==> src/rtl/core/assert_macros.svh <==
// Assertion helpers shared by the RTL.
`ifndef ASSERT_MACROS_SVH
`define ASSERT_MACROS_SVH

// Same-cycle implication, checked out of reset.
`define ASSERT_IMPL(label, clk, rstn, ante, cons, msg) \
    label: assert property (@(posedge clk) disable iff (!rstn) (ante) |-> (cons)) \
        else $error(msg);

// Next-cycle implication, checked out of reset.
`define ASSERT_NEXT(label, clk, rstn, ante, cons, msg) \
    label: assert property (@(posedge clk) disable iff (!rstn) (ante) |=> (cons)) \
        else $error(msg);

`endif

==> src/rtl/core/pal_pkg.sv <==
package pal_pkg;

    // Field widths of the stream items
    localparam int LOAD_INDEX_W = 4;
    localparam int IN_SIZE_W    = 16;
    localparam int OUT_INDEX_W  = 4;
    localparam int S_TDATA_W    = 40;
    localparam int S_TUSER_W    = 2;
    localparam int M_TDATA_W    = 8;
    localparam int M_TUSER_W    = 1;

    // Configuration port
    localparam int PADDR_W  = 3;
    localparam int PDATA_W  = 32;
    localparam int POLICY_W = 2;
    localparam int PCOUNT_W = 5;

    localparam logic REG_POLICY = 1'b0;
    localparam logic REG_COUNT  = 1'b1;

    localparam logic [POLICY_W-1:0] POL_FIRST = 2'd0;
    localparam logic [POLICY_W-1:0] POL_NEXT  = 2'd1;
    localparam logic [POLICY_W-1:0] POL_BEST  = 2'd2;
    localparam logic [POLICY_W-1:0] POL_WORST = 2'd3;

    localparam logic KIND_LOAD    = 1'b0;
    localparam logic KIND_REQUEST = 1'b1;

    typedef enum logic [1:0] {
        ST_IDLE,
        ST_SCAN,
        ST_DRAIN,
        ST_DONE
    } pal_state_t;

    typedef struct packed {
        logic accept_load;
        logic accept_req;
        logic issue;
        logic finish;
    } pal_cmd_t;

    typedef struct packed {
        logic count_zero;
        logic issue_last;
        logic out_full;
    } pal_status_t;

endpackage

==> src/rtl/core/pal_apb_regs.sv <==
module pal_apb_regs (
    input  logic                          aclk,
    input  logic                          aresetn,
    input  logic                          psel,
    input  logic                          penable,
    input  logic                          pwrite,
    input  logic [pal_pkg::PADDR_W-1:0]   paddr,
    input  logic [pal_pkg::PDATA_W-1:0]   pwdata,
    output logic [pal_pkg::PDATA_W-1:0]   prdata,
    output logic                          pready,
    output logic [pal_pkg::POLICY_W-1:0]  policy_mode,
    output logic [pal_pkg::PCOUNT_W-1:0]  partition_count
);
    import pal_pkg::*;

    logic [POLICY_W-1:0] policy_reg;
    logic [POLICY_W-1:0] policy_next;
    logic [PCOUNT_W-1:0] count_reg;
    logic [PCOUNT_W-1:0] count_next;
    logic                wr_en;
    logic                reg_sel;

    assign pready  = 1'b1;
    assign wr_en   = psel && penable && pwrite;
    assign reg_sel = paddr[2];

    always_comb begin
        policy_next = policy_reg;
        count_next  = count_reg;
        if (wr_en) begin
            unique case (reg_sel)
                REG_POLICY: policy_next = pwdata[POLICY_W-1:0];
                REG_COUNT:  count_next  = pwdata[PCOUNT_W-1:0];
                default:    policy_next = policy_reg;
            endcase
        end
    end

    always_ff @(posedge aclk) begin
        if (!aresetn) begin
            policy_reg <= POL_FIRST;
            count_reg  <= '0;
        end else begin
            policy_reg <= policy_next;
            count_reg  <= count_next;
        end
    end

    always_comb begin
        unique case (reg_sel)
            REG_POLICY: prdata = {{(PDATA_W-POLICY_W){1'b0}}, policy_reg};
            REG_COUNT:  prdata = {{(PDATA_W-PCOUNT_W){1'b0}}, count_reg};
            default:    prdata = '0;
        endcase
    end

    assign policy_mode     = policy_reg;
    assign partition_count = count_reg;

endmodule

==> src/rtl/core/pal_datapath.sv <==
`include "assert_macros.svh"

module pal_datapath #(
    parameter int PARTITIONS = 16,
    parameter int SIZE_BITS  = 16
) (
    input  logic                             aclk,
    input  logic                             aresetn,
    input  pal_pkg::pal_cmd_t                cmd,
    output pal_pkg::pal_status_t             status,
    input  logic [pal_pkg::POLICY_W-1:0]     policy_mode,
    input  logic [pal_pkg::PCOUNT_W-1:0]     partition_count,
    input  logic [pal_pkg::LOAD_INDEX_W-1:0] load_index,
    input  logic [pal_pkg::IN_SIZE_W-1:0]    partition_size,
    input  logic [pal_pkg::IN_SIZE_W-1:0]    request_size,
    input  logic                             restart,
    input  logic                             m_ready,
    output logic                             m_valid,
    output logic                             m_granted,
    output logic [pal_pkg::OUT_INDEX_W-1:0]  m_granted_index
);
    import pal_pkg::*;

    localparam int IDX_W = $clog2(PARTITIONS);
    localparam int CNT_W = $clog2(PARTITIONS + 1);

    logic [SIZE_BITS-1:0] size_mem [PARTITIONS];

    logic [PARTITIONS-1:0] used_reg, used_next;
    logic [IDX_W-1:0]      next_start_reg, next_start_next;
    logic [SIZE_BITS-1:0]  need_reg;
    logic [IDX_W-1:0]      idx_reg, idx_next;
    logic [CNT_W-1:0]      remain_reg, remain_next;
    logic [SIZE_BITS-1:0]  rd_reg;
    logic [IDX_W-1:0]      pidx_reg;
    logic                  pvld_reg;
    logic                  found_reg, found_next;
    logic [IDX_W-1:0]      pick_reg, pick_next;
    logic [SIZE_BITS-1:0]  best_reg, best_next;
    logic                  m_valid_reg, m_valid_next;
    logic                  granted_reg;
    logic [OUT_INDEX_W-1:0] gidx_reg;

    logic [CNT_W-1:0] active_count;
    logic [IDX_W-1:0] scan_start;
    logic             load_ok;
    logic [IDX_W-1:0] load_addr;
    logic             fit;
    logic             better;

    // Clamp the configured count to the table depth
    assign active_count = (32'(partition_count) > PARTITIONS) ? CNT_W'(PARTITIONS)
                                                               : CNT_W'(partition_count);

    assign load_ok   = 32'(load_index) < PARTITIONS;
    assign load_addr = IDX_W'(load_index);

    // Next fit resumes at the last grant; every other policy scans upwards from zero
    always_comb begin
        scan_start = '0;
        if (policy_mode == POL_NEXT && !restart && CNT_W'(next_start_reg) < active_count) begin
            scan_start = next_start_reg;
        end
    end

    assign fit = pvld_reg && !used_reg[pidx_reg] && (rd_reg >= need_reg);

    always_comb begin
        case (policy_mode) inside
            POL_FIRST, POL_NEXT: better = !found_reg;
            POL_BEST:            better = !found_reg || (rd_reg < best_reg);
            POL_WORST:           better = !found_reg || (rd_reg > best_reg);
            default:             better = 1'b0;
        endcase
    end

    always_comb begin
        used_next       = used_reg;
        next_start_next = next_start_reg;
        idx_next        = idx_reg;
        remain_next     = remain_reg;
        found_next      = found_reg;
        pick_next       = pick_reg;
        best_next       = best_reg;
        m_valid_next    = m_valid_reg && !m_ready;

        if (cmd.accept_req) begin
            if (restart) begin
                used_next       = '0;
                next_start_next = '0;
            end
            idx_next    = scan_start;
            remain_next = active_count;
            found_next  = 1'b0;
        end

        if (cmd.issue) begin
            remain_next = remain_reg - CNT_W'(1);
            idx_next    = (CNT_W'(idx_reg) == active_count - CNT_W'(1)) ? '0
                                                                         : idx_reg + IDX_W'(1);
        end

        if (fit && better) begin
            found_next = 1'b1;
            pick_next  = pidx_reg;
            best_next  = rd_reg;
        end

        if (cmd.finish) begin
            m_valid_next = 1'b1;
            if (found_reg) begin
                used_next[pick_reg] = 1'b1;
                if (policy_mode == POL_NEXT) begin
                    next_start_next = pick_reg;
                end
            end
        end
    end

    always_ff @(posedge aclk) begin
        if (!aresetn) begin
            used_reg       <= '0;
            next_start_reg <= '0;
            remain_reg     <= '0;
            pvld_reg       <= 1'b0;
            found_reg      <= 1'b0;
            m_valid_reg    <= 1'b0;
        end else begin
            used_reg       <= used_next;
            next_start_reg <= next_start_next;
            remain_reg     <= remain_next;
            pvld_reg       <= cmd.issue;
            found_reg      <= found_next;
            m_valid_reg    <= m_valid_next;
        end
    end

    always_ff @(posedge aclk) begin
        idx_reg  <= idx_next;
        pick_reg <= pick_next;
        best_reg <= best_next;
        if (cmd.accept_req) begin
            need_reg <= SIZE_BITS'(request_size);
        end
        if (cmd.finish) begin
            granted_reg <= found_reg;
            gidx_reg    <= found_reg ? OUT_INDEX_W'(pick_reg) : '0;
        end
    end

    // Size table: one write port for loads, one registered read port for the scan
    always_ff @(posedge aclk) begin
        if (cmd.accept_load && load_ok) begin
            size_mem[load_addr] <= SIZE_BITS'(partition_size);
        end
    end

    always_ff @(posedge aclk) begin
        if (cmd.issue) begin
            rd_reg   <= size_mem[idx_reg];
            pidx_reg <= idx_reg;
        end
    end

    assign status.count_zero = (active_count == '0);
    assign status.issue_last = (remain_reg == CNT_W'(1));
    assign status.out_full   = m_valid_reg && !m_ready;

    assign m_valid         = m_valid_reg;
    assign m_granted       = granted_reg;
    assign m_granted_index = gidx_reg;

    `ASSERT_IMPL(a_refused_index_zero, aclk, aresetn,
        m_valid_reg && !granted_reg, gidx_reg == '0,
        "refused request carries a non-zero index")
    `ASSERT_NEXT(a_grant_marks_used, aclk, aresetn,
        cmd.finish && found_reg, used_reg[$past(pick_reg)],
        "granted partition not marked used")

endmodule

==> src/rtl/core/pal_ctrl.sv <==
`include "assert_macros.svh"

module pal_ctrl (
    input  logic                 aclk,
    input  logic                 aresetn,
    input  logic                 s_valid,
    input  logic                 s_kind,
    output logic                 s_ready,
    input  pal_pkg::pal_status_t status,
    output pal_pkg::pal_cmd_t    cmd
);
    import pal_pkg::*;

    pal_state_t state_reg, state_next;

    always_comb begin
        state_next = state_reg;
        unique case (state_reg)
            ST_IDLE: begin
                if (s_valid && s_kind == KIND_REQUEST) begin
                    state_next = status.count_zero ? ST_DONE : ST_SCAN;
                end
            end
            ST_SCAN: begin
                if (status.issue_last) begin
                    state_next = ST_DRAIN;
                end
            end
            ST_DRAIN: state_next = ST_DONE;
            ST_DONE: begin
                if (!status.out_full) begin
                    state_next = ST_IDLE;
                end
            end
            default: state_next = ST_IDLE;
        endcase
    end

    always_comb begin
        s_ready = 1'b0;
        cmd     = '0;
        unique case (state_reg)
            ST_IDLE: begin
                s_ready         = 1'b1;
                cmd.accept_load = s_valid && s_kind == KIND_LOAD;
                cmd.accept_req  = s_valid && s_kind == KIND_REQUEST;
            end
            ST_SCAN:  cmd.issue  = 1'b1;
            ST_DRAIN: cmd.issue  = 1'b0;
            ST_DONE:  cmd.finish = !status.out_full;
            default:  cmd        = '0;
        endcase
    end

    always_ff @(posedge aclk) begin
        if (!aresetn) begin
            state_reg <= ST_IDLE;
        end else begin
            state_reg <= state_next;
        end
    end

    `ASSERT_IMPL(a_no_overwrite, aclk, aresetn,
        cmd.finish, !status.out_full,
        "result written over a stalled transaction")
    `ASSERT_NEXT(a_busy_after_request, aclk, aresetn,
        cmd.accept_req, !s_ready,
        "input taken again before the request was served")
    `ASSERT_NEXT(a_idle_after_finish, aclk, aresetn,
        cmd.finish, s_ready,
        "controller not idle after result")

endmodule

==> src/rtl/core/partition_placement_allocator.sv <==
// Load transaction: accepted while idle, no result.
// Request: after acceptance the size table is read once per active partition (one read per
// cycle), then a drain state and a result state; with no partitions only the result state.
// One request at a time; input reopens with the result, which waits while the output stalls.
// Reset (aresetn low, synchronous): clears the state, used marks, next-fit pointer and the
// result valid flag; the size table is not cleared and must be loaded before use.
module partition_placement_allocator #(
    parameter int PARTITIONS = 16,
    parameter int SIZE_BITS  = 16
) (
    input  logic                           aclk,
    input  logic                           aresetn,
    // s_tdata: load_index[3:0], partition_size[19:4], request_size[35:20], zero pad
    input  logic [pal_pkg::S_TDATA_W-1:0]  s_tdata,
    // s_tuser: kind[0], restart[1]
    input  logic [pal_pkg::S_TUSER_W-1:0]  s_tuser,
    input  logic                           s_tvalid,
    output logic                           s_tready,
    // m_tdata: granted_index[3:0], zero pad
    output logic [pal_pkg::M_TDATA_W-1:0]  m_tdata,
    // m_tuser: granted[0]
    output logic [pal_pkg::M_TUSER_W-1:0]  m_tuser,
    output logic                           m_tvalid,
    input  logic                           m_tready,
    input  logic                           psel,
    input  logic                           penable,
    input  logic                           pwrite,
    input  logic [pal_pkg::PADDR_W-1:0]    paddr,
    input  logic [pal_pkg::PDATA_W-1:0]    pwdata,
    output logic [pal_pkg::PDATA_W-1:0]    prdata,
    output logic                           pready
);
    import pal_pkg::*;

    pal_cmd_t    cmd;
    pal_status_t status;

    logic [POLICY_W-1:0]    policy_mode;
    logic [PCOUNT_W-1:0]    partition_count;
    logic [LOAD_INDEX_W-1:0] load_index;
    logic [IN_SIZE_W-1:0]   partition_size;
    logic [IN_SIZE_W-1:0]   request_size;
    logic                   granted;
    logic [OUT_INDEX_W-1:0] granted_index;

    assign load_index     = s_tdata[LOAD_INDEX_W-1:0];
    assign partition_size = s_tdata[LOAD_INDEX_W +: IN_SIZE_W];
    assign request_size   = s_tdata[LOAD_INDEX_W+IN_SIZE_W +: IN_SIZE_W];

    assign m_tdata = {{(M_TDATA_W-OUT_INDEX_W){1'b0}}, granted_index};
    assign m_tuser = granted;

    pal_apb_regs u_regs (
        .aclk            (aclk),
        .aresetn         (aresetn),
        .psel            (psel),
        .penable         (penable),
        .pwrite          (pwrite),
        .paddr           (paddr),
        .pwdata          (pwdata),
        .prdata          (prdata),
        .pready          (pready),
        .policy_mode     (policy_mode),
        .partition_count (partition_count)
    );

    pal_ctrl u_ctrl (
        .aclk    (aclk),
        .aresetn (aresetn),
        .s_valid (s_tvalid),
        .s_kind  (s_tuser[0]),
        .s_ready (s_tready),
        .status  (status),
        .cmd     (cmd)
    );

    pal_datapath #(
        .PARTITIONS (PARTITIONS),
        .SIZE_BITS  (SIZE_BITS)
    ) u_datapath (
        .aclk            (aclk),
        .aresetn         (aresetn),
        .cmd             (cmd),
        .status          (status),
        .policy_mode     (policy_mode),
        .partition_count (partition_count),
        .load_index      (load_index),
        .partition_size  (partition_size),
        .request_size    (request_size),
        .restart         (s_tuser[1]),
        .m_ready         (m_tready),
        .m_valid         (m_tvalid),
        .m_granted       (granted),
        .m_granted_index (granted_index)
    );

endmodule
==> config.mk <==
export PLATFORM = sky130hd
export DESIGN_NAME = partition_placement_allocator
export DESIGN_NICKNAME = d
export VERILOG_FILES = /design/src/rtl/core/pal_pkg.sv /design/src/rtl/core/pal_apb_regs.sv /design/src/rtl/core/pal_datapath.sv /design/src/rtl/core/pal_ctrl.sv /design/src/rtl/core/partition_placement_allocator.sv
export VERILOG_INCLUDE_DIRS = /design/src /design/src/rtl/core
export SDC_FILE = /design/constraint.sdc
export NUM_CORES = 1
export LEC_CHECK = 0
export ABC_CLOCK_PERIOD_IN_PS = 4510
export BUFFER_PORTS_ARGS = -buffer_cell sky130_fd_sc_hd__buf_2
export CAP_MARGIN = 20
export CORE_MARGIN = 2
export CORE_UTILIZATION = 55
export DETAILED_ROUTE_END_ITERATION = 10
export MAX_ROUTING_LAYER = met4
export PLACE_DENSITY = 0.74
export SLEW_MARGIN = 20
export SYNTH_ARGS = -nofsm -noshare
export SYNTH_HDL_FRONTEND = slang
export SYNTH_SLANG_ARGS = --single-unit
export TNS_END_PERCENT = 10
==> constraint.sdc <==
create_clock -name aclk -period 4.51 [get_ports aclk]
set_input_delay 0.451 -clock aclk [delete_from_list [all_inputs] [get_ports aclk]]
set_output_delay 0.451 -clock aclk [all_outputs]
set_load 0.01 [all_outputs]
### Word level (Yosys, flattened, before mapping)

Memory sizes are Yosys's and may differ from the RTL's. A register that Yosys moved wholly into a read port is not among the register bits.
Index checks and enable logic that the tools add are counted.

* register bits: 86
* latch bits: 0
* bits in writable memories: 256
* ROM bits: 0
* input port bits: 84
* output and inout bits: 44
* logic and storage cells: 107
* memories kept: 1

* add/subtract/negate cells: 3
* multipliers: 0
* div/mod/pow operators: 0
* $lt $le $gt $ge: 8
* eq/ne operators: 11
* shifts and indexed selects: 0
* muxes and demuxes: 38
* bitwise operators: 3
* reduce and logical (&&, ||, !) cells: 27

Memories
* u_datapath.size_mem: words 16, width 16, rd ports 1, clocked after Yosys merged registers in 1, wr ports 1, line pal_datapath.sv:27 `logic [SIZE_BITS-1:0] size_mem [PARTITIONS];`

Operators with widths (number)
* 2-to-1 mux 16 bit: 4
* one-hot mux 32 bit (2 select lines): 1
* 2-to-1 mux 4 bit: 9
* >= comparator 16 bit: 1
* greater-than comparator 16 bit: 1
* < comparator 16 bit: 1
* OR 16 bit: 1
* 2-to-1 mux 5 bit: 3
* 2-to-1 mux 1 bit: 13
* logical AND 1 bit: 11
* < comparator 4 x 5 -> 1 bit, second input constant: 2
* 2-to-1 mux 2 bit: 5
* subtractor 5 x 1 -> 5 bit, second input constant: 2
* equality test 2 bit, second input constant: 4
* one-hot mux 2 bit (4 select lines): 1
* equality test 4 x 5 -> 1 bit: 1
* equality test 5 x 1 -> 1 bit, second input constant: 1
* greater-than comparator 5 bit, second input constant: 1
* zero test 1 bit: 5
* zero test 5 bit: 1
* < comparator 4 x 5 -> 1 bit: 1
* adder 4 x 1 -> 4 bit, second input constant: 1
* binary-select mux 1 bit (select 4 bit): 1
* demux 1 bit (select 4 bit): 1
* other kinds (11): 18

### Logic depth before layout (Yosys ltp)

Gate-level depths: netlist (run 1).

* depth in word-level cells: 7
* gate-level depth with buffers: 9
* mapped depth without buffers: 8

### By module

Synthesis (run 1) repeated with hierarchy kept, for this count alone.

* cells, all modules: 970
* area total of the unflattened synthesis: 15084.5 um^2

Modules (own cells, without submodules)
* pal_datapath: instances 1, cells each 878, area an instance 14302.5 um^2, seq. area each 10199.8 um^2
* pal_apb_regs: instances 1, cells each 64, area an instance 553.0 um^2, seq. area each 140.1 um^2
* pal_ctrl: instances 1, cells each 23, area an instance 195.2 um^2, seq. area each 40.0 um^2
* partition_placement_allocator: instances 1, cells each 5, area an instance 33.8 um^2, seq. area each 0.0 um^2

### Least setup slack after synthesis (run 1)

No wires, ideal clock.

* path kind: flip-flop to flip-flop
* from: register u_ctrl.state_reg[0]
* to: memory u_datapath.size_mem[0][0], enable pin
* library setup time: 409 ps
* arrival: 2360 ps
* data required time: 4101 ps
* setup slack: 1740 ps
* cell stages (with the launch flop): 6
* path buffers: 0
* cell sequence: dfxtp_1 -> inv_1 -> ha_1 -> nand3b_1 -> or3_1 -> nor3_1

* cells in the longest elaborated chain, start to end: 4

RTL lines
* start: declaration: line pal_ctrl.sv:14 `pal_state_t state_reg, state_next;`
* start signal: assignment: line pal_ctrl.sv:59 `state_reg <= state_next;`
* zero test 2 bit: line pal_ctrl.sv:42 `unique case (state_reg)`
* 2-to-1 mux 2 bit: line pal_ctrl.sv:42
* 2-to-1 mux 1 bit: line pal_datapath.sv:153 `if (cmd.accept_load && load_ok) begin`
* 2-to-1 mux 1 bit (not written as such): line pal_datapath.sv:154 `size_mem[load_addr] <= SIZE_BITS'(partition_size);`
* end: declaration: line pal_datapath.sv:27

Every way passes these cells.

### Final worst setup path (run 1)

* from: register u_datapath.rd_reg[15], read port of u_datapath.size_mem
* to: register u_datapath.best_reg[6], enable pin

* cells in the longest elaborated chain, start to end: 6

RTL lines
* start: declaration: line pal_datapath.sv:34 `logic [SIZE_BITS-1:0] rd_reg;`
* greater-than comparator 16 bit: line pal_datapath.sv:72 `POL_WORST: better = !found_reg || (rd_reg > best_reg);`
* logical OR 1 bit: line pal_datapath.sv:72
* 2-to-1 mux 1 bit (3 in a row): line pal_datapath.sv:69 `case (policy_mode) inside`
* logical AND 1 bit *: line pal_datapath.sv:103 `if (fit && better) begin`
* end signal: assignment: line pal_datapath.sv:141 `best_reg <= best_next;`
* end: declaration: line pal_datapath.sv:39 `logic [SIZE_BITS-1:0] best_reg, best_next;`

Mark *: on every way between the ends. The rest lies on a longest branch, timed or not.
A chain may end at the register's enable or synchronous reset.

==> metrics.md, run 1 <==
| Metric | Value |
|---|---|
| Post-synth EDFFs | 321 |
| Top-count cell post-synth | edfxtp_1 |
| Post-Syn Instances | 981 |
| CTS Sinks | 358 |
| Logic pwr share | 0.214 |
| M1 WL | 12.7 mm |
| Crit path capture type | flop |
| DRT iter0 DRCs | 792 |
| Initial antenna violation count | 1 |
| Post-synth top flop | edfxtp_1 |
| Final Hold Vio Count | 0 |
| Post-synthesis register bit count | 358 |
| Die height | 170 um |
| Sw power | 2.51 mW |
| Min Clock Period, post-route | 3.03 ns |
| Dpl cells | 1369 |
| Number of I/O pins | 128 |
| Final cell count without fillers | 1435 |
| Cts repair resizes | 0 |
| Warnings from Yosys | 0 |
| Filler cells | 1887 |
| Drt drc | 0 |
| Relative slew slack | 0.349 |
| Post-synth top area share | 0.638 |
| Clock network power share | 0.332 |
| Starting Density | 0.560 |
| Fmax | 330 MHz |
| Kind of critical path | flop to flop |
| Core box area | 27000 um^2 |
| DIE AREA | 28800 um^2 |
| CP startpoint kind | flop |
| DR pass1 iterations | 5 |
| Worst vdd ir | 0.000454 V |
| PortBufs | 62 |
| Register area | 10400 um^2 |
| Max-Cap Viols | 0 |
| Vias/cell | 5.83 |
| Syn Std Cell Area | 15100 um^2 |
| Vias in the first global route | 8316 |
| WL final | 29.9 mm |
| Met3 WL | 1.68 mm |
| RSZ-0062 raised after global routing | false |
| Global-route wire length before repair | 46.3 mm |
| Final instance area | 17000 um^2 |
| Final ANT Viol Nets | 0 |
| Biggest register | u_datapath.size_mem |
| Status | complete, no violations |
| P&R area growth vs syn | 12.4% |
| FP Rows | 60 |
| Post-Route Setup TNS | 0 ns |
| Internal power | 6.42 mW |
| Area leader, netlist | edfxtp_1 |
| Max FFs per register | 256 |
| Final hold slack | 0.110 ns |
| Synth async-reset ratio | 0 |
| Worst-path clk slew | 0.06 ns |
| Met2 wire length | 14.9 mm |
| Layout Utilization | 0.630 |
| CTS tree | done |
| DP Area | 15800 um^2 |
| Die Wd | 170 um |
| Lkg Pwr | 6.15 nW |
| Largest net degree at the start of global routing | 62 |
| Syn_area_per_cell | 15.4 um^2 |
| Post-synth top cells | 321 x edfxtp_1, 69 x nand2_1, 65 x mux2i_1 |
| Sequential fraction of the synthesis area | 0.687 |
| Slew Limit Fails | 0 |
| Worst EP arrival | 3.15 ns |
| Clk_lat worst skew | 0.52 ns |
| Nets | 1195 |
| CP max FO | 20 |
| Number of CTS-inserted buffers | 37 |
| Routed vias | 8370 |
| CP required | 4.64 ns |
| Seq pwr share | 0.454 |
| Root Buffer | clkbuf_16 |
| Switching part of the total | 0.281 |
| Worst Hold Class | input pin to flop |
| Multi-input logic area | 4270 um^2 |
| Worst-Margin Slew | 0.976 ns |
| Synth area leaders | edfxtp_1 64%, mux4_2 4.9%, dfxtp_1 4.9% |
| Synth cell types | 56 |
| CTS H-Tree Depth | 2 |
| Pwr dens | 526 nW/um^2 |
| Max clock buf depth | 3 |
| Final Cycle Share | 0.672 |
| Layout cells sized above 1 | 0.173 |
| # setup viols final | 0 |
| Setup slack, reg-to-reg | 1.48 ns |
| Gpl congestion | 0.836 |
| Total congestion overflow | 0 |
| Post-route clock skew | 0.0226 ns |
| # hold bufs at CTS | 0 |
| DP HPWL | 18.8 mm |
| Wire length per cell | 20.9 um |
| GRT Total Usage | 0.220 |
| Setup repair bufs after CTS | 0 |
| Max layer used | met4 |
cell families after synthesis:
family                   synth area share
adder cells (fa/ha/maj)            0.0365
flip-flops                          0.687
AO/OA/AOI/OAI                      0.0659
other                            0.000497
multiplexers                        0.105
XOR/XNOR                          0.00406
buffers and inverters              0.0395
AND/OR/NAND/NOR                    0.0614
cells in the final DEF (no fill, tap or decap), types with 4 or more instances in the layout:
cell and n:
nor2b_1 20, nand3_1 12, clkinv_2 6, a21boi_1 6
nor3_1 8, dfxtp_1 37, edfxtp_1 321, o21ai_0 25
clkbuf_16 39, inv_1 49, o21ai_1 22, nor3_2 4
nand4_1 4, clkbuf_1 5, a22oi_1 19, and2_1 15
a21oi_1 32, conb_1 32, nand2_1 69, o22ai_1 4
nor2_1 28, mux2_1 7, a32oi_1 6, mux4_2 33
a221oi_1 16, nand2b_1 8, clkinv_1 7, buf_2 62
xnor2_1 4, ha_1 44, mux2i_1 65, buf_4 23
power groups by stage:
stage / logic (mW) / clock network (mW) / registers, mW
6_report: 1.91 / 2.96 / 4.06
5_1_grt: 2.12 / 3.15 / 4.07
4_1_cts: 1.93 / 3.01 / 4.05
3_5_place_dp: 1.92 / 0 / 4.12
3_3_place_gp: 1.86 / 0 / 4.11
2_1_floorplan: 1.43 / 0 / 4.04
per-stage QoR:
| stage | setup WS [ns] | power (mW) |
|---|---|---|
| after detailed placement | 1.46 | 6.04 |
| after global routing | 1.31 | 9.35 |
| final | 1.48 | 8.93 |
| after CTS | 1.45 | 8.99 |
| after global placement | 1.56 | 5.97 |
| after floorplan | 1.74 | 5.47 |
final timing paths:
kind | start | to | cells after the start
setup / recovery | u_datapath.rd_reg[15] | u_datapath.best_reg[6] | 7
hold / removal | s_tdata[22] | u_datapath.need_reg[2] | 1
setup reg to reg | u_datapath.rd_reg[15] | u_datapath.best_reg[6] | 7
hold reg to reg | u_datapath.rd_reg[0] | u_datapath.best_reg[0] | 0
final cells by class:
cell class,instances,area share
inverter,51,0.0113
clock inverter,20,0.0111
tap,341,0.0251
multi-input combinational,533,0.252
timing repair buffer,86,0.0296
clock buffer,45,0.0594
antenna,1,0.000147
sequential,358,0.612
routing by layer:
layer / vias to the layer above / track usage
li1: 3879 / -
met1: 4190 / 0.286
met2: 251 / 0.360
met3: 50 / 0.0382
met4: 0 / 0.0606
met5: - / -
critical path, cell delays in order (launching register included):
cell and delay, ns:
edfxtp_1 0.43, ha_1 0.34, nand4_2 0.16, nor4_2 0.40, a21boi_1 0.20, and3b_1 0.21
mux2i_1 0.18, and3_1 0.73
Power figures use the tool's default switching activity.
==> run 2, diff against run 1 <==
- ABC_CLOCK_PERIOD_IN_PS: 4510 -> 2400
- CORE_UTILIZATION: 55 -> 54
- PLACE_DENSITY: 0.74 -> 0.76
- clock period: 4.51 -> 2.4 ns (I/O delays scaled with it)
==> metrics.md, run 2 (synthesized netlist as in run 1, its figures left out) <==
| Metric | Value |
|---|---|
| DIE AREA | 29300 um^2 (was 28800 um^2) |
| Vias in the first global route | 8553 (was 8316) |
| Worst EP arrival | 2.67 ns (was 3.15 ns) |
| Final Hold Vio Count | 0 (unchanged) |
| Wire length per cell | 20.4 um (was 20.9 um) |
| Relative slew slack | 0.475 (was 0.349) |
| Overall Power | 17.3 mW (was 8.93 mW) |
| Worst Hold Class | input pin to flop (unchanged) |
| Lkg Pwr | 6.51 nW (was 6.15 nW) |
| WL final | 31.5 mm (was 29.9 mm) |
| DP Area | 16300 um^2 (was 15800 um^2) |
| Gpl congestion | 0.842 (was 0.836) |
| Register area | 10400 um^2 (unchanged) |
| Violated checks | setup timing |
| Max clock buf depth | 3 (unchanged) |
| Fmax | 410 MHz (was 330 MHz) |
| Number of CTS-inserted buffers | 37 (unchanged) |
| DP HPWL | 18.9 mm (was 18.8 mm) |
| Final instance area | 17900 um^2 (was 17000 um^2) |
| Vias/cell | 5.62 (was 5.83) |
| DRT iter0 DRCs | 837 (was 792) |
| CP dominant cell by count | buf_4 |
| Biggest register | u_datapath.size_mem (unchanged) |
| CP startpoint kind | flop (unchanged) |
| R2R cell count | 9 (was 7) |
| CTS Sinks | 358 (unchanged) |
| CP Buf/Inv Count | 3 (was 0) |
| Final hold slack | 0.0646 ns (was 0.110 ns) |
| Min-delay src | m_tready (was s_tdata[22]) |
| Global-route wire length before repair | 47.9 mm (was 46.3 mm) |
| Largest net degree at the start of global routing | 39 (was 62) |
| PortBufs | 62 (unchanged) |
| Routed vias | 8654 (was 8370) |
| Drt drc | 0 (unchanged) |
| Pwr dens | 964 nW/um^2 (was 526 nW/um^2) |
| CP max stage delay | 0.44 ns (was 0.73 ns) |
| Multi-input logic area | 4380 um^2 (was 4270 um^2) |
| Kind of critical path | flop to flop (unchanged) |
| Layout cells sized above 1 | 0.209 (was 0.173) |
| Crit path capture type | flop (unchanged) |
| Most frequent cells in the layout | 321 x edfxtp_1, 68 x nand2_1, 64 x mux2i_1 (was 321 x edfxtp_1, 69 x nand2_1, 65 x mux2i_1) |
| Die Wd | 171 um (was 170 um) |
| Crit path cell chain | buf_4 > ha_1 > nand4_1 > nor4_1 > buf_4 > o21ai_1 > a31oi_2 > and3_4 > buf_6 (was ha_1 > nand4_2 > nor4_2 > a21boi_1 > and3b_1 > mux2i_1 > and3_1) |
| GRT Total Usage | 0.225 (was 0.220) |
| FP Rows | 61 (was 60) |
| Total congestion overflow | 0 (unchanged) |
| CP required | 2.63 ns (was 4.64 ns) |
| Initial antenna violation count | 1 (unchanged) |
| Root Buffer | clkbuf_16 (unchanged) |
| Slew Limit Fails | 0 (unchanged) |
| Max-Cap Viols | 0 (unchanged) |
| Clk_lat worst skew | 0.53 ns (was 0.52 ns) |
| Number of I/O pins | 128 (unchanged) |
| Starting Density | 0.547 (was 0.560) |
| DR pass1 iterations | 6 (was 5) |
| CP top delay family | simple AND/OR/NAND/NOR gates (unchanged) |
| Critical R2R Capture | u_datapath.best_reg[15] (was u_datapath.best_reg[6]) |
| Min Clock Period, post-route | 2.44 ns (was 3.03 ns) |
| CP Launch Point | u_datapath.rd_reg[14] (was u_datapath.rd_reg[15]) |
| CTS H-Tree Depth | 2 (unchanged) |
| Min-Delay Endpoint | u_datapath.m_valid (was u_datapath.need_reg[2]) |
| Worst vdd ir | 0.000591 V (was 0.000454 V) |
| Status | finished, violations left (was complete, no violations) |
| Slowest stage cell, crit path | edfxtp_1 (was and3_1) |
| Final setup margin | -0.0392 ns (was 1.48 ns) |
| Nets | 1262 (was 1195) |
| # setup viols final | 20 (was 0) |
| Hold path depth | 3 (was 1) |
| CP max FO | 6 (was 20) |
| Worst-path clk slew | 0.06 ns (about the same) |
| Final ANT Viol Nets | 0 (unchanged) |
| Most common cell after layout, fill and taps aside | edfxtp_1 (unchanged) |
| Die height | 171 um (was 170 um) |
| Worst-Margin Slew | 0.780 ns (was 0.976 ns) |
| Core box area | 27600 um^2 (was 27000 um^2) |
| CTS tree | done (unchanged) |
| FF-to-FF Start | u_datapath.rd_reg[14] (was u_datapath.rd_reg[15]) |
| Post-route clock skew | 0.0204 ns (was 0.0226 ns) |
| Max FFs per register | 256 (unchanged) |
| Post-Route Setup TNS | -0.595 ns (was 0 ns) |
| P&R area growth vs syn | 18.6% (was 12.4%) |
| RSZ-0062 raised after global routing | true (was false) |
| Setup slack, reg-to-reg | -0.04 ns (was 1.48 ns) |
| Final Cycle Share | 1.02 (was 0.672) |
| Filler cells | 1904 (was 1887) |
-- run 2: changes by cell type in the layout (fill, tap and decap cells not counted), sizes merged --
cell,change
buf,+46
dlygate4sd3,+21
clkbuf,+2
clkinv,-2
clkinvlp,+2
-- run 2: tightest hold or removal path, delay by kind of cell --
family / cells / cell delay, ns
buffers and inverters: 1 / 0.08
and+or+nand+nor: 1 / 0.05
AOI/OAI and AO/OA: 1 / 0.17
-- run 2: how the worst max path moves through the flow --
stage	end	cells after the start	slack (ns)
3_5_place_dp	u_datapath.best_reg[9]	8	-0.09
3_3_place_gp	u_datapath.best_reg[9]	8	-0.06
6_report	u_datapath.best_reg[15]	9	-0.04
5_1_grt	u_datapath.best_reg[5]	8	-0.11
4_1_cts	u_datapath.best_reg[3]	8	-0.04
2_1_floorplan	u_datapath.best_reg[0]	7	-0.22
-- run 2: report_power, final --
| group | switching (mW) | internal [mW] |
|---|---|---|
| sequential | 0.271 | 7.31 |
| clock | 2.29 | 3.21 |
| combinational | 2.33 | 1.86 |
| total | 4.88 | 12.4 |
-- run 2: metrics by stage --
step,std cells,util,setup slack (ns)
4_1_cts,1538,0.644,-0.0362
3_5_place_dp,1443,0.591,-0.0911
6_report,1541,0.648,-0.0392
2_1_floorplan,1011,-,-0.222
5_1_grt,1541,0.648,-0.106
3_3_place_gp,1443,0.591,-0.0586
-- run 2: cell type report --
type	count	area share
Antenna cell	1	0.000140
Clock buffer	47	0.0543
Clock inverter	20	0.0110
Inverter	51	0.0107
Multi-Input combinational cell	533	0.244
Sequential cell	358	0.579
Tap cell	378	0.0264
Timing Repair Buffer	153	0.0736
-- run 2: repair_timing --
| item | 4_1_cts | 5_1_grt |
|---|---|---|
| hold endpoints to repair | 22 | 0 |
| gates resized for setup | 8 | 12 |
| endpoints found under the setup margin | 20 | 21 |
| cloned | 1 | 0 |
| pin swaps | 5 | 6 |
| buffers inserted | 6 | 2 |
| hold buffers | 21 | 0 |
-- run 2: metal layers --
metal | vias to the layer above | routed length [um] | track usage
met5 | - | 0 | -
met4 | 0 | 600 | 0.0615
met3 | 56 | 1840 | 0.0366
met2 | 310 | 15800 | 0.370
met1 | 4276 | 13200 | 0.294
li1 | 4012 | - | -
==> run 3, diff against run 2 <==
- CORE_ASPECT_RATIO: not set -> 1.1
- RECOVER_POWER: not set -> 25
==> metrics.md, run 3 (synthesized netlist as in run 1, its figures left out) <==
| Metric | Value |
|---|---|
| Status | finished, violations left (unchanged) |
| Violated checks | setup timing (unchanged) |
| Final setup margin | -0.116 ns (was -0.0392 ns) |
| Number of I/O pins | 128 (unchanged) |
| Global-route wire length before repair | 48.0 mm (was 47.9 mm) |
| Number of CTS-inserted buffers | 36 (was 37) |
| Worst-Margin Slew | 0.708 ns (was 0.780 ns) |
| WL final | 31.4 mm (was 31.5 mm) |
| Worst vdd ir | 0.000819 V (was 0.000591 V) |
| Slew Limit Fails | 0 (unchanged) |
| Post-Route Setup TNS | -2.14 ns (was -0.595 ns) |
| Max-Cap Viols | 0 (unchanged) |
| Crit path capture type | flop (unchanged) |
| Relative slew slack | 0.524 (was 0.475) |
| Root Buffer | clkbuf_16 (unchanged) |
| Post-route clock skew | 0.0160 ns (was 0.0204 ns) |
| Drt drc | 0 (unchanged) |
| DR pass1 iterations | 7 (was 6) |
| Overall Power | 17.1 mW (was 17.3 mW) |
| Layout cells sized above 1 | 0.191 (was 0.209) |
| Final Cycle Share | 1.05 (was 1.02) |
| Filler cells | 1947 (was 1904) |
| CP max stage delay | 0.46 ns (was 0.44 ns) |
| DIE AREA | 29300 um^2 (about the same) |
| Most common cell after layout, fill and taps aside | edfxtp_1 (unchanged) |
| Gpl congestion | 0.858 (was 0.842) |
| Max clock buf depth | 3 (unchanged) |
| Final ANT Viol Nets | 0 (unchanged) |
| Kind of critical path | flop to flop (unchanged) |
| Dpl cells | 1421 (was 1443) |
| Most frequent cells in the layout | 321 x edfxtp_1, 69 x nand2_1, 64 x mux2i_1 (was 321 x edfxtp_1, 68 x nand2_1, 64 x mux2i_1) |
| RSZ-0062 raised after global routing | true (unchanged) |
| DRT iter0 DRCs | 957 (was 837) |
| P&R area growth vs syn | 16.6% (was 18.6%) |
| Starting Density | 0.547 (about the same) |
| Vias in the first global route | 8654 (was 8553) |
| DP HPWL | 19.2 mm (was 18.9 mm) |
| Final Hold Vio Count | 0 (unchanged) |
| CP required | 2.64 ns (was 2.63 ns) |
| Wire length per cell | 20.7 um (was 20.4 um) |
| CTS tree | done (unchanged) |
| Routed vias | 8614 (was 8654) |
| Layout Utilization | 0.638 (was 0.648) |
| Crit path cell chain | ha_4 > nand4_4 > nor4_4 > a21boi_2 > and3b_1 > mux2i_2 > and3_4 > buf_12 (was buf_4 > ha_1 > nand4_1 > nor4_1 > buf_4 > o21ai_1 > a31oi_2 > and3_4 > buf_6) |
| Nets | 1251 (was 1262) |
| Clk_lat worst skew | 0.53 ns (about the same) |
| # setup viols final | 20 (unchanged) |
| PortBufs | 62 (unchanged) |
| CP max FO | 10 (was 6) |
| Core box area | 27600 um^2 (about the same) |
| Slowest stage cell, crit path | edfxtp_1 (unchanged) |
| CP startpoint kind | flop (unchanged) |
| Worst Hold Class | input pin to flop (unchanged) |
| Min Clock Period, post-route | 2.52 ns (was 2.44 ns) |
| Largest net degree at the start of global routing | 40 (was 39) |
| Biggest register | u_datapath.size_mem (unchanged) |
| Final cell count without fillers | 1514 (was 1541) |
| Die Wd | 163 um (was 171 um) |
| Pwr dens | 969 nW/um^2 (was 964 nW/um^2) |
| Worst-path clk slew | 0.06 ns (about the same) |
| FP Rows | 64 (was 61) |
| Max FFs per register | 256 (unchanged) |
| Fmax | 397 MHz (was 410 MHz) |
| CTS H-Tree Depth | 2 (unchanged) |
| CTS Sinks | 358 (unchanged) |
| Worst EP arrival | 2.76 ns (was 2.67 ns) |
| Vias/cell | 5.69 (was 5.62) |
| Final hold slack | 0.0426 ns (was 0.0646 ns) |
| Initial antenna violation count | 2 (was 1) |
| GRT Total Usage | 0.222 (was 0.225) |
| Die height | 179 um (was 171 um) |
| Lkg Pwr | 6.36 nW (was 6.51 nW) |
| Total congestion overflow | 0 (unchanged) |
-- run 3: worst paths after layout --
path / to / cells after the start / slack (ns) / from
worst max-delay path: u_datapath.best_reg[7] / 8 / -0.12 / u_datapath.rd_reg[14]
worst min-delay path: u_datapath.m_valid / 3 / 0.04 / m_tready
worst max register to register: u_datapath.best_reg[7] / 8 / -0.12 / u_datapath.rd_reg[14]
worst min register to register: u_datapath.best_reg[0] / 0 / 0.45 / u_datapath.rd_reg[0]
-- run 3: layer usage --
metal / vias to the layer above / routed length (um) / track usage
met2: 278 / 16600 / 0.381
met3: 67 / 1770 / 0.0436
li1: 3983 / - / -
met1: 4286 / 12300 / 0.266
met5: - / 0 / -
met4: 0 / 766 / 0.0667
-- run 3: stage by stage --
| stage | area (um^2) | setup WS [ns] |
|---|---|---|
| after global routing | 17600 | -0.233 |
| after detailed placement | 16100 | -0.152 |
| after floorplan | 15200 | -0.222 |
| final | 17600 | -0.116 |
| after CTS | 17500 | -0.134 |
| after global placement | 16100 | -0.0784 |
-- run 3: cell type report --
type                       count  area (um^2)  share of cell area
sequential                   358        10400               0.589
inverter                      51          191              0.0109
clock inverter                20          213              0.0121
clock buffer                  44          941              0.0534
timing repair buffer         143         1050              0.0596
tap                          363          454              0.0258
antenna                        2         5.00            0.000284
multi-input combinational    533         4380               0.249
-- run 3: report_power, final --
| part | internal, mW | total [mW] | switching, mW | leakage [nW] |
|---|---|---|---|---|
| clock network | 3.14 | 5.44 | 2.29 | 0.549 |
| registers | 7.31 | 7.58 | 0.270 | 3.20 |
| logic | 1.75 | 4.05 | 2.31 | 2.61 |
-- run 3: worst max-delay path, delay by kind of cell (launching register included) --
family	cells	cell delay, ns
compound gates	1	0.19
fa+ha+maj	1	0.32
buf+inv	1	0.14
flops	1	0.46
mux	1	0.20
simple gates	4	0.92
-- run 3: timing repair --
action	CTS	global route
setup buffers	4	1
resized for setup	6	9
hold endpoints to repair	23	0
hold buffers	21	0
endpoints found under the setup margin	20	28
gates cloned	1	0
pin swaps	5	3
